==> src/hw/rtl/bfid_pkg.sv <==
// Shared widths, register indexes and channel count for the box filter downscaler.
`timescale 1ns / 1ps
`default_nettype none

package bfid_pkg;

    localparam int PIX_W     = 8;
    localparam int CFG_W     = 13;
    localparam int CFG_IDX_W = 2;
    localparam int SUM_W     = 32;
    localparam int DIV_W     = 32;
    localparam int DIV_CNT_W = $clog2(DIV_W);
    localparam int NUM_CH    = 4;

    localparam logic [CFG_IDX_W-1:0] REG_SOURCE_WIDTH  = 2'd0;
    localparam logic [CFG_IDX_W-1:0] REG_SOURCE_HEIGHT = 2'd1;
    localparam logic [CFG_IDX_W-1:0] REG_TARGET_WIDTH  = 2'd2;
    localparam logic [CFG_IDX_W-1:0] REG_TARGET_HEIGHT = 2'd3;

    typedef logic [SUM_W-1:0] sum_t;
    typedef logic [PIX_W-1:0] pix_t;

endpackage

`default_nettype wire

==> src/hw/rtl/bfid_divider.sv <==
// Restoring unsigned divider that produces one quotient bit per cycle.
`timescale 1ns / 1ps
`default_nettype none

module bfid_divider (
    input  wire logic                         clk,
    input  wire logic                         rst_n,
    input  wire logic                         start,
    input  wire logic [bfid_pkg::DIV_W-1:0]   dividend,
    input  wire logic [bfid_pkg::DIV_W-1:0]   divisor,
    output logic                              busy,
    output logic                              done,
    output logic [bfid_pkg::DIV_W-1:0]        quotient
);

    localparam int DW = bfid_pkg::DIV_W;

    logic [DW:0]                        rem_reg;
    logic [DW:0]                        rem_next;
    logic [DW:0]                        rem_shift;
    logic [DW-1:0]                      quo_reg;
    logic [DW-1:0]                      quo_next;
    logic [DW-1:0]                      den_reg;
    logic [bfid_pkg::DIV_CNT_W-1:0]     cnt_reg;
    logic                               busy_reg;
    logic                               done_reg;

    always_comb
    begin
        rem_shift = {rem_reg[DW-1:0], quo_reg[DW-1]};
        if (rem_shift >= {1'b0, den_reg})
        begin
            rem_next = rem_shift - {1'b0, den_reg};
            quo_next = {quo_reg[DW-2:0], 1'b1};
        end
        else
        begin
            rem_next = rem_shift;
            quo_next = {quo_reg[DW-2:0], 1'b0};
        end
    end

    always_ff @(posedge clk or negedge rst_n)
    begin
        if (!rst_n)
        begin
            busy_reg <= 1'b0;
            done_reg <= 1'b0;
            cnt_reg  <= '0;
        end
        else
        begin
            done_reg <= 1'b0;
            if (start)
            begin
                busy_reg <= 1'b1;
                cnt_reg  <= '0;
            end
            else if (busy_reg)
            begin
                if (cnt_reg == bfid_pkg::DIV_CNT_W'(DW - 1))
                begin
                    busy_reg <= 1'b0;
                    done_reg <= 1'b1;
                end
                else
                begin
                    cnt_reg <= cnt_reg + bfid_pkg::DIV_CNT_W'(1);
                end
            end
        end
    end

    always_ff @(posedge clk)
    begin
        if (start)
        begin
            rem_reg <= '0;
            quo_reg <= dividend;
            den_reg <= divisor;
        end
        else if (busy_reg)
        begin
            rem_reg <= rem_next;
            quo_reg <= quo_next;
        end
    end

    assign busy     = busy_reg;
    assign done     = done_reg;
    assign quotient = quo_reg;

endmodule

`default_nettype wire

==> config.mk <==
export PLATFORM = sky130hd
export DESIGN_NAME = bfid_divider
export DESIGN_NICKNAME = d
export VERILOG_FILES = /design/src/hw/rtl/bfid_pkg.sv /design/src/hw/rtl/bfid_divider.sv
export SDC_FILE = /design/constraint.sdc
export NUM_CORES = 1
export LEC_CHECK = 0
export BUFFER_PORTS_ARGS = -buffer_cell sky130_fd_sc_hd__buf_2
export CAP_MARGIN = 20
export CORE_MARGIN = 8
export CORE_UTILIZATION = 25
export DETAILED_ROUTE_END_ITERATION = 16
export HOLD_SLACK_MARGIN = 0.06
export MAX_ROUTING_LAYER = met4
export REMOVE_ABC_BUFFERS = 1
export SLEW_MARGIN = 10
export SYNTH_ARGS = -nofsm -noshare
export SYNTH_HDL_FRONTEND = slang
export SYNTH_SLANG_ARGS = --single-unit
==> constraint.sdc <==
create_clock -name clk -period 3.9 [get_ports clk]
set_input_delay 0.39 -clock clk [delete_from_list [all_inputs] [get_ports clk]]
set_output_delay 0.39 -clock clk [all_outputs]
set_load 0.1 [all_outputs]
==> parameters.txt, run 1 <==
Parameter                              Value

Power
  Clock power frac ... 21.1%
  Switching Power ... 1.86 mW
  Switching share of total power ... 41.6%
  Part of the power in combinational logic ... 45.5%
  Ratio of total power to cell area ... 633 nW/µm²
  Internal power ... 2.62 mW
  Leak Pwr ... 2.98 nW
  IR Drop Worst-Case VDD ... 0.266 mV
  Sequential share of power ... 33.4%

Worst setup path
  Largest driver fanout on the critical path ... 4
  Startpoint type of the worst setup path ... flop
  Data required time of the critical path ... 4.17 ns
  Crit Path Category ... flop to flop
  CP max-delay cell ... sky130_fd_sc_hd__a21boi_0
  Top delay family on crit path ... compound AO/OA/AOI/OAI gates
  Total number of cells along the worst setup path ... 11
  Critical path, cell by cell ... inv_1 -> ha_1 -> fa_1 -> nor2b_1 -> o311ai_0 -> a21boi_0 -> o21ai_0 -> nor2_1 -> nor3_1 -> or3_1 -> a311oi_1
  Data arrival, critical path ... 3.34 ns
  Worst flop-to-flop path startpoint ... quotient[31]$_DFFE_PP_
  Startpoint of the most critical setup path ... quotient[31]$_DFFE_PP_
  R2R cell count ... 11
  Sum of buffers and inverters on the critical path ... 1
  Maximum cell stage delay along the critical path ... 0.45 ns
  CP Capture Type ... flop

GRT
  Maximum number of pins on one net before global-route repair ... 53
  Total congestion overflow ... 0
  Global-route usage over all layers ... 10.8%
  Vias in the first global route ... 4,780
  Global-route wire length before repair ... 24,400 µm
  Number of antenna violations at the first check in global routing ... 0

Detailed routing
  WL/cell ... 15.2 µm
  Number of iterations in the first detailed-routing pass ... 4
  Ratio of routed vias to standard cells ... 4.64
  Routed wire length ... 15,100 µm
  Via Count ... 4,610
  DR DRC count ... 0
  Count of antenna-violating nets left after detailed routing ... 0
  1st-iter DRT viols ... 324

Synthesis
  Fraction of the yosys area taken by sequential cells ... 46.0%
  Leading post-synthesis cells by instance count ... sky130_fd_sc_hd__edfxtp_1, sky130_fd_sc_hd__nor2_1, sky130_fd_sc_hd__nand2_1
  Post-synth EDFFs ... 64
  Library cells used by synthesis ... 64
  Post-synthesis instance area ... 5960 µm²
  Biggest area consumer among synthesized cells ... sky130_fd_sc_hd__edfxtp_1
  Number of instances in the synthesized netlist ... 579
  Synthesis warning total ... 0
  Dominant cells by area after synthesis ... sky130_fd_sc_hd__edfxtp_1, sky130_fd_sc_hd__dfxtp_1, sky130_fd_sc_hd__ha_1
  Synth Area per Inst ... 10.3 µm²
  Main flop type after synthesis ... sky130_fd_sc_hd__edfxtp_1
  Share of the synthesized area in the top cell type ... 32.3%
  Async set-or-reset flop fraction in the synthesized netlist ... 6.80%
  Register bit total from synthesis ... 103
  Leading cell type by number of instances after synthesis ... sky130_fd_sc_hd__edfxtp_1

Layout
  Multi-input gate area in the final layout ... 2920 µm²
  Net total in the final layout ... 772
  Area Overhead vs Synth ... 18.9%
  Post-Layout Cell Count ... 994
  Fraction of final layout cells sized beyond drive strength 1 ... 24.0%
  Antenna cell count ... 0
  Number of filler cells placed in the layout ... 2,501
  Total area of sequential cells ... 2740 µm²

Die
  Die Area ... 29,000 µm²
  Standard cell core area ... 23,400 µm²
  Number of top-level pins ... 101
  Height of the die ... 170 µm
  Chip width ... 170 µm
  Initial cell density of the core ... 25.4%
  Rows ... 56

Min path
  Launch point of the worst hold path ... divisor[14]
  Number of cells on the worst hold path ... 1
  Hold WC Path Type ... input port to flop

CTS
  Clock-pin slew on the worst setup and hold paths ... 0.08 ns
  Clock buffer depth ... 2
  CTS H-Tree Depth ... 3
  Master cell of the clock root buffer ... sky130_fd_sc_hd__clkbuf_16
  Worst-Skew Late Latency ... 0.36 ns
  TritonCTS buffer count ... 9
  Setup fix buffers added after clock tree synthesis ... 0
  Clock tree from TritonCTS ... done
  Number of sinks handled by clock tree synthesis ... 103

Timing
  Timing-limited maximum frequency ... 325 MHz
  Clock period minus worst slack ... 3.07 ns
  Sum of negative setup slack ... 0 ns
  Number of endpoints failing setup at the final stage ... 0
  Max-slew violation count ... 0
  Unrepaired setup endpoints after global routing ... no
  Transition time at the pin with the least slew margin ... 0.618 ns
  Number of failing hold endpoints at the final stage ... 0
  Worst setup skew after layout ... 0.0155 ns
  Worst slew margin ... 58.8%
  Final clock period utilization by the worst path ... 78.8%

Place
  Final weighted congestion in routability-driven placement ... 0.884
  HPWL Detailed ... 11,100 µm
  Total placed cells including tap cells ... 977
  Number of buffer cells added on primary ports ... 100

Outcome
  Run status ... completed

Job
  Max-cap violation count ... 0
[cells in the final DEF, fill, tap and decap left out, drive strengths merged, types with 3 or more instances in the layout]
cell      n
a211oi   14
a21o     11
a21oi    30
a311oi   11
a31oi     3
a32oi     4
and2      5
and3      6
buf     106
clkbuf   10
dfrtp     7
dfxtp    32
edfxtp   64
ha       34
inv      42
mux2     32
mux2i    16
nand2    40
nand2b    5
nand3    12
nand4     9
nor2     53
nor2b     7
nor3      8
o211ai    3
o21a      5
o21ai    32
o21bai    4
o311ai    3
o31ai     4
or2       3
xnor2    14
xor2     11
[per-stage QoR]
stage          hold slack, ns  utilization (%)  worst slack (ns)  total power [mW]  cell area [µm²]
3_5_place_dp            0.228             28.9             0.845              3.54             6770
6_report                0.196             30.3             0.828              4.48             7080
2_1_floorplan          0.0944                -             0.629              3.06             5810
5_1_grt                 0.184             30.3             0.533              4.77             7080
3_3_place_gp            0.231             28.9             0.868              3.52             6770
4_1_cts                 0.182             30.3             0.813              4.52             7080
[power groups by stage]
stage	sequential, mW	combinational [mW]	clock [mW]
finish	1.50	2.04	0.947
global route	1.52	2.23	1.02
CTS	1.50	2.04	0.988
detailed placement	1.51	2.02	0
global placement	1.51	2.01	0
floorplan	1.78	1.28	0
[final timing paths]
path	endpoint	slack, ns
worst min register to register	rem_reg[15]$_SDFFE_PP0P_	0.50
min in group asynchronous	cnt_reg[2]$_DFFE_PN0P_	0.41
max in group asynchronous	busy$_DFF_PN0_	3.34
worst max register to register	rem_reg[18]$_SDFFE_PP0P_	0.83
worst min-delay path	den_reg[14]$_DFFE_PP_	0.20
worst max-delay path	rem_reg[18]$_SDFFE_PP0P_	0.83
[timing repair]
item,CTS,global route
setup endpoints to repair,0,0
hold buffers,1,0
hold endpoints to repair,7,0
resized for setup,0,0
[per-layer routing]
metal  track usage, %  routed length [µm]
met3             2.87                 711
met5                -                   0
met2             16.5                6890
met4             3.74                 256
met1             13.7                7280
[layout make-up]
type                    instances  area share (%)
repair buffers                107            8.06
clock buffers                  10            3.23
inverters                      39            2.07
flip-flops and latches        103            38.7
well taps                     319            5.64
clock inverters                 6            1.08
multi-input cells             410            41.3
[logic make-up (layout without fill, tap and decap cells)]
group | after synthesis | in the layout | synth area share (%)
and+or+nand+nor | 164 | 164 | 13.4
AOI/OAI and AO/OA | 138 | 138 | 15.8
DFF | 103 | 103 | 46.0
buffers and inverters | 66 | 162 | 4.94
muxes | 48 | 48 | 8.74
adders and majority gates | 35 | 35 | 7.48
xor gates and xnor gates | 25 | 25 | 3.68
[worst register-to-register path, delay by kind of cell, from the launching register on]
kind	cells	cell delay, ns
simple gates	4	0.73
fa+ha+maj	2	0.63
flops	1	0.39
compound gates	4	1.17
buf+inv	1	0.06
(Power assumes the default switching activity.)
==> run 2: changes to the inputs <==
==> constraint.sdc (replaced) <==
create_clock -name clk -period 2.5 [get_ports clk]
set_input_delay 0.25 -clock clk [delete_from_list [all_inputs] [get_ports clk]]
set_output_delay 0.25 -clock clk [all_outputs]
set_load 0.1 [all_outputs]
==> parameters.txt, run 2 (synthesis gave the netlist of run 1 again) <==
Parameter                              Value

Layout
  Post-Layout Cell Count ... 1,131 (+14%)
  Number of filler cells placed in the layout ... 2,413 (-3.5%)
  Most frequent standard cell in the layout excluding fill and tap cells ... sky130_fd_sc_hd__buf_4
  Final non-filler cell area ... 8540 µm² (+21%)
  Commonest cells after routing, fill and taps aside ... sky130_fd_sc_hd__buf_4, sky130_fd_sc_hd__buf_2, sky130_fd_sc_hd__edfxtp_1
  Antenna cell count ... 0 (unchanged)
  Post-route core utilization ... 36.5% (+6.2 points)
  Area Overhead vs Synth ... 43.3%
  Fraction of final layout cells sized beyond drive strength 1 ... 40.5% (+17 points)
  Net total in the final layout ... 909 (+18%)

Worst setup path
  CP Capture Type ... flop
  Worst flop-to-flop path startpoint ... den_reg[6]$_DFFE_PP_
  Startpoint type of the worst setup path ... flop
  Worst reg2reg setup slack ... -0.24 ns (-1.06 ns)
  Data required time of the critical path ... 2.62 ns (-1.55 ns)
  Capturing point of the worst reg2reg path ... quotient[0]$_DFFE_PP_
  Largest driver fanout on the critical path ... 6 (+2)
  Crit Path Category ... flop to flop
  R2R cell count ... 11 (unchanged)
  Data arrival, critical path ... 2.85 ns (-0.49 ns)

Die
  Standard cell core area ... 23,400 µm² (unchanged)
  Die Area ... 29,000 µm² (unchanged)
  Chip width ... 170 µm (unchanged)
  Height of the die ... 170 µm (unchanged)
  Number of top-level pins ... 101 (unchanged)
  Initial cell density of the core ... 25.4% (unchanged)
  Rows ... 56 (unchanged)

Place
  Total placed cells including tap cells ... 1,074 (+9.9%)
  HPWL Detailed ... 12,400 µm (+11%)
  Setup slack after placement ... -0.481 ns (-1.33 ns)
  Number of buffer cells added on primary ports ... 100 (unchanged)
  Dpl cell area ... 7500 µm² (+11%)
  Final weighted congestion in routability-driven placement ... 0.847 (-4.2%)

Timing
  Worst setup skew after layout ... 0.0101 ns (-0.00537 ns)
  Worst path setup slack after routing ... -0.235 ns (-1.06 ns)
  Number of endpoints failing setup at the final stage ... 33 (+33)
  Clock period minus worst slack ... 2.74 ns (-0.337 ns)
  Sum of negative setup slack ... -4.52 ns (-4.52 ns)
  Transition time at the pin with the least slew margin ... 0.586 ns (-0.0319 ns)
  Number of failing hold endpoints at the final stage ... 0 (unchanged)
  Unrepaired setup endpoints after global routing ... yes
  Max-slew violation count ... 0 (unchanged)
  Final clock period utilization by the worst path ... 109% (+31 points)
  Timing-limited maximum frequency ... 366 MHz (+12%)
  Worst slew margin ... 60.9% (+2.0 points)
  Worst hold slack ... 0.0727 ns (-0.124 ns)

Min path
  Terminating pin of the worst hold path ... den_reg[22]$_DFFE_PP_
  Launch point of the worst hold path ... divisor[22]
  Number of cells on the worst hold path ... 1 (unchanged)
  Hold WC Path Type ... input port to flop

CTS
  Master cell of the clock root buffer ... sky130_fd_sc_hd__clkbuf_16
  Clock buffer depth ... 2 (unchanged)
  Clock tree from TritonCTS ... done
  Clock-pin slew on the worst setup and hold paths ... 0.08 ns (about the same)
  TritonCTS buffer count ... 9 (unchanged)
  CTS H-Tree Depth ... 3 (unchanged)
  Number of sinks handled by clock tree synthesis ... 103 (unchanged)
  Worst-Skew Late Latency ... 0.36 ns (about the same)

Power
  Total power draw ... 8.41 mW (+88%)
  Ratio of total power to cell area ... 985 nW/µm² (+56%)
  IR Drop Worst-Case VDD ... 0.479 mV (+80%)
  Leak Pwr ... 3.69 nW (+24%)

Outcome
  Run status ... finished, violations left
  Failing checks ... setup timing

GRT
  Maximum number of pins on one net before global-route repair ... 55 (+3.8%)
  Global-route usage over all layers ... 12.1% (+1.3 points)
  Number of antenna violations at the first check in global routing ... 0 (unchanged)
  Vias in the first global route ... 5,410 (+13%)
  Global-route wire length before repair ... 27,100 µm (+11%)
  Total congestion overflow ... 0 (unchanged)

Detailed routing
  Number of iterations in the first detailed-routing pass ... 5 (+1)
  Ratio of routed vias to standard cells ... 4.62 (-0.41%)
  DR DRC count ... 0 (unchanged)
  Count of antenna-violating nets left after detailed routing ... 0 (unchanged)
  WL/cell ... 14.9 µm (-2.4%)
  1st-iter DRT viols ... 221 (-32%)
  Routed wire length ... 16,800 µm (+11%)
  Via Count ... 5,224 (+13%)

Job
  Max-cap violation count ... 0 (unchanged)
## run 2: cell count changes in the layout (fill, tap and decap cells not counted), moves of 5 or more
cell                            before  now
sky130_fd_sc_hd__a21oi_1            30   22
sky130_fd_sc_hd__a21oi_2             0    8
sky130_fd_sc_hd__buf_4               6  108
sky130_fd_sc_hd__buf_6               0    9
sky130_fd_sc_hd__dlygate4sd3_1       1   24
sky130_fd_sc_hd__ha_1               34   22
sky130_fd_sc_hd__ha_4                0   11
sky130_fd_sc_hd__inv_1              38   33
sky130_fd_sc_hd__o21ai_0            31   20
sky130_fd_sc_hd__o21ai_1             1   11
## run 2: report_power, final
part           internal [mW]  leakage [nW]  total, mW  switching, mW
sequential              2.12          1.00       2.32          0.199
clock                  0.696         0.140       1.40          0.701
combinational           2.25          2.55       4.69           2.45
## run 2: layer usage
metal  vias to the layer above  GRT usage, %  share of wire [%]
li1                       2590             -                  -
met1                      2508          14.6                 47
met2                       109          19.9                 48
met3                        17          2.64                3.4
met4                         0          3.89                1.5
met5                         -             -                  0
## run 2: how the worst max path moves through the flow
stage / slack [ns] / start / cells past startpoint / to
4_1_cts: -0.24 / den_reg[1]$_DFFE_PP_ / 11 / rem_reg[22]$_SDFFE_PP0P_
2_1_floorplan: -0.77 / quotient[31]$_DFFE_PP_ / 11 / rem_reg[18]$_SDFFE_PP0P_
3_5_place_dp: -0.48 / den_reg[12]$_DFFE_PP_ / 10 / rem_reg[18]$_SDFFE_PP0P_
5_1_grt: -0.32 / den_reg[6]$_DFFE_PP_ / 11 / quotient[0]$_DFFE_PP_
6_report: -0.24 / den_reg[6]$_DFFE_PP_ / 11 / quotient[0]$_DFFE_PP_
3_3_place_gp: -0.43 / den_reg[12]$_DFFE_PP_ / 10 / rem_reg[18]$_SDFFE_PP0P_
## run 2: repair_timing
item / CTS / global route
gates resized for setup: 57 / 32
hold endpoints to repair: 29 / 1
pin swaps: 31 / 20
setup buffers: 14 / 4
endpoints found under the setup margin: 33 / 33
hold buffers: 23 / 1
## run 2: cell type report
class,instances,area (µm²),share of cell area [%]
Clock buffer,10,229,2.68
Clock inverter,6,51.3,0.601
Inverter,39,149,1.74
Multi-Input combinational cell,410,3250,38.1
Sequential cell,103,2740,32.1
Tap cell,319,399,4.68
Timing Repair Buffer,244,1720,20.1
## run 2: worst max-delay path, stage by stage (launching register included)
cell and delay [ns]:
sky130_fd_sc_hd__edfxtp_1 0.38, sky130_fd_sc_hd__inv_2 0.08, sky130_fd_sc_hd__ha_4 0.20, sky130_fd_sc_hd__a21o_1 0.19
sky130_fd_sc_hd__a32o_2 0.28, sky130_fd_sc_hd__a211o_1 0.30, sky130_fd_sc_hd__a21o_1 0.21, sky130_fd_sc_hd__o211ai_4 0.22
sky130_fd_sc_hd__buf_4 0.16, sky130_fd_sc_hd__nand2_4 0.10, sky130_fd_sc_hd__buf_6 0.14, sky130_fd_sc_hd__mux2_2 0.25
==> run 3: changes to the inputs <==
--- a/config.mk
+++ b/config.mk
@@ -7,11 +7,14 @@
 export LEC_CHECK = 0
 export BUFFER_PORTS_ARGS = -buffer_cell sky130_fd_sc_hd__buf_2
 export CAP_MARGIN = 20
+export CELL_PAD_IN_SITES_DETAIL_PLACEMENT = 2
+export CELL_PAD_IN_SITES_GLOBAL_PLACEMENT = 2
 export CORE_MARGIN = 8
 export CORE_UTILIZATION = 25
 export DETAILED_ROUTE_END_ITERATION = 16
 export HOLD_SLACK_MARGIN = 0.06
 export MAX_ROUTING_LAYER = met4
+export PLACE_DENSITY_LB_ADDON = 0.1
 export REMOVE_ABC_BUFFERS = 1
 export SLEW_MARGIN = 10
 export SYNTH_ARGS = -nofsm -noshare
==> parameters.txt, run 3 (synthesis gave the netlist of run 1 again) <==
Parameter                              Value

Outcome
  Run status ... finished, violations left
  Failing checks ... setup timing

Timing
  Number of failing hold endpoints at the final stage ... 0 (unchanged)
  Clock period minus worst slack ... 2.72 ns (-0.0144 ns)
  Timing-limited maximum frequency ... 368 MHz (+0.53%)
  Number of endpoints failing setup at the final stage ... 33 (unchanged)
  Max-slew violation count ... 0 (unchanged)
  Worst hold slack ... 0.0812 ns (+0.00852 ns)
  Worst setup skew after layout ... 0.0144 ns (+0.00428 ns)
  Final clock period utilization by the worst path ... 109% (-0.58 points)
  Worst path setup slack after routing ... -0.221 ns (+0.0144 ns)
  Unrepaired setup endpoints after global routing ... yes
  Transition time at the pin with the least slew margin ... 0.785 ns (+0.199 ns)
  Worst slew margin ... 47.6% (-13 points)

Layout
  Area Overhead vs Synth ... 53.2%
  Most frequent standard cell in the layout excluding fill and tap cells ... sky130_fd_sc_hd__buf_4
  Net total in the final layout ... 943 (+3.7%)
  Post-Layout Cell Count ... 1,166 (+3.1%)
  Fraction of final layout cells sized beyond drive strength 1 ... 47.3% (+6.8 points)
  Commonest cells after routing, fill and taps aside ... sky130_fd_sc_hd__buf_4, sky130_fd_sc_hd__buf_2, sky130_fd_sc_hd__edfxtp_1
  Number of filler cells placed in the layout ... 2,544 (+5.4%)

Worst setup path
  Worst reg2reg setup slack ... -0.22 ns (about the same)
  Largest driver fanout on the critical path ... 8 (+2)
  Startpoint type of the worst setup path ... flop
  Crit Path Category ... flop to flop
  Data arrival, critical path ... 2.85 ns (about the same)
  Data required time of the critical path ... 2.63 ns (about the same)
  CP Capture Type ... flop

Die
  Rows ... 56 (unchanged)
  Die Area ... 29,000 µm² (unchanged)
  Standard cell core area ... 23,400 µm² (unchanged)
  Chip width ... 170 µm (unchanged)
  Height of the die ... 170 µm (unchanged)
  Number of top-level pins ... 101 (unchanged)
  Initial cell density of the core ... 25.4% (unchanged)

Detailed routing
  Via Count ... 5,443 (+4.2%)
  WL/cell ... 17.9 µm (+21%)
  Ratio of routed vias to standard cells ... 4.67 (+1.1%)
  1st-iter DRT viols ... 151 (-32%)
  Number of iterations in the first detailed-routing pass ... 4 (-1)
  DR DRC count ... 0 (unchanged)
  Count of antenna-violating nets left after detailed routing ... 0 (unchanged)
  Routed wire length ... 20,900 µm (+24%)

CTS
  Worst-Skew Late Latency ... 0.37 ns (about the same)
  Clock-pin slew on the worst setup and hold paths ... 0.09 ns (about the same)
  Number of sinks handled by clock tree synthesis ... 103 (unchanged)
  CTS H-Tree Depth ... 3 (unchanged)
  Clock buffer depth ... 2 (unchanged)
  Master cell of the clock root buffer ... sky130_fd_sc_hd__clkbuf_16
  Clock tree from TritonCTS ... done
  TritonCTS buffer count ... 9 (unchanged)

GRT
  Vias in the first global route ... 6,447 (+19%)
  Total congestion overflow ... 0 (unchanged)
  Global-route usage over all layers ... 15.1% (+3.0 points)
  Global-route wire length before repair ... 34,000 µm (+25%)
  Number of antenna violations at the first check in global routing ... 1 (+1)
  Maximum number of pins on one net before global-route repair ... 46 (-16%)

Place
  Final weighted congestion in routability-driven placement ... 0.787 (-7.1%)
  Total placed cells including tap cells ... 1,101 (+2.5%)
  Number of buffer cells added on primary ports ... 100 (unchanged)
  HPWL Detailed ... 15,800 µm (+28%)

Power
  IR Drop Worst-Case VDD ... 0.348 mV (-27%)
  Leak Pwr ... 3.90 nW (+5.8%)
  Ratio of total power to cell area ... 1020 nW/µm² (+3.8%)

Job
  Max-cap violation count ... 0 (unchanged)

Min path
  Hold WC Path Type ... input port to flop
-- run 3: changes by cell type in the layout (fill, tap and decap cells not counted), sizes merged --
cell,delta
diode,+1
dlygate4sd3,+7
buf,+27
inv,+1
clkinv,-1
-- run 3: repair_timing --
item                                    4_1_cts  5_1_grt
resized for setup                            89       69
hold buffers                                 31        0
cloned                                        1        0
pin swaps                                    39       31
hold endpoints to repair                     37        0
endpoints found under the setup margin       33       33
setup buffers                                14        4
-- run 3: path summary, 6_finish.rpt --
kind | cells after the start | from | to
max in group asynchronous | 2 | rst_n | cnt_reg[2]$_DFFE_PN0P_
min reg2reg | 2 | rem_reg[31]$_SDFFE_PP0P_ | rem_reg[31]$_SDFFE_PP0P_
min | 1 | divisor[1] | den_reg[1]$_DFFE_PP_
max reg2reg | 11 | den_reg[6]$_DFFE_PP_ | quotient[0]$_DFFE_PP_
max | 11 | den_reg[6]$_DFFE_PP_ | quotient[0]$_DFFE_PP_
min in group asynchronous | 2 | rst_n | cnt_reg[0]$_DFFE_PN0P_
-- run 3: critical path, cell delays in order, from the launching register on --
cell                       delay (ns)
sky130_fd_sc_hd__edfxtp_1        0.39
sky130_fd_sc_hd__inv_2           0.08
sky130_fd_sc_hd__ha_4            0.20
sky130_fd_sc_hd__a21o_1          0.21
sky130_fd_sc_hd__a32o_2          0.26
sky130_fd_sc_hd__a211o_1         0.29
sky130_fd_sc_hd__a21o_1          0.21
sky130_fd_sc_hd__o211ai_4        0.23
sky130_fd_sc_hd__buf_6           0.14
sky130_fd_sc_hd__nand2_8         0.09
sky130_fd_sc_hd__buf_6           0.14
sky130_fd_sc_hd__mux2_2          0.25
-- run 3: cell type report --
class	instances	area [µm²]	share of cell area [%]
repair buffers	278	2030	22.2
clock inverters	6	60.1	0.658
inverters	39	146	1.60
flip-flops and latches	103	2740	30.0
well taps	319	399	4.37
clock buffers	10	229	2.51
multi-input cells	410	3520	38.6
diodes	1	2.50	0.0274
-- run 3: routing by layer --
| metal | global-route usage [%] | vias to the layer above | wire length, µm |
|---|---|---|---|
| met4 | 3.89 | 0 | 176 |
| met3 | 3.61 | 14 | 862 |
| met5 | - | - | 0 |
| met1 | 18.1 | 2683 | 9750 |
| met2 | 25.2 | 94 | 10100 |
| li1 | - | 2652 | - |
-- run 3: stage by stage --
stage | util (%) | setup WS (ns) | power (mW) | cell area [µm²] | setup TNS, ns
4_1_cts | 37.7 | -0.240 | 9.12 | 8830 | -5.14
2_1_floorplan | - | -0.771 | 4.78 | 5810 | -39.49
5_1_grt | 39.0 | -0.320 | 9.93 | 9120 | -8.36
3_5_place_dp | 33.0 | -0.478 | 6.79 | 7710 | -11.86
3_3_place_gp | 33.0 | -0.440 | 6.67 | 7710 | -10.79
6_report | 39.0 | -0.221 | 9.33 | 9120 | -4.37
-- run 3: power breakdown --
part	leakage (nW)	internal, mW	switching (mW)
clock	0.143	0.709	0.747
combinational	2.75	2.67	2.86
sequential	1.00	2.12	0.216
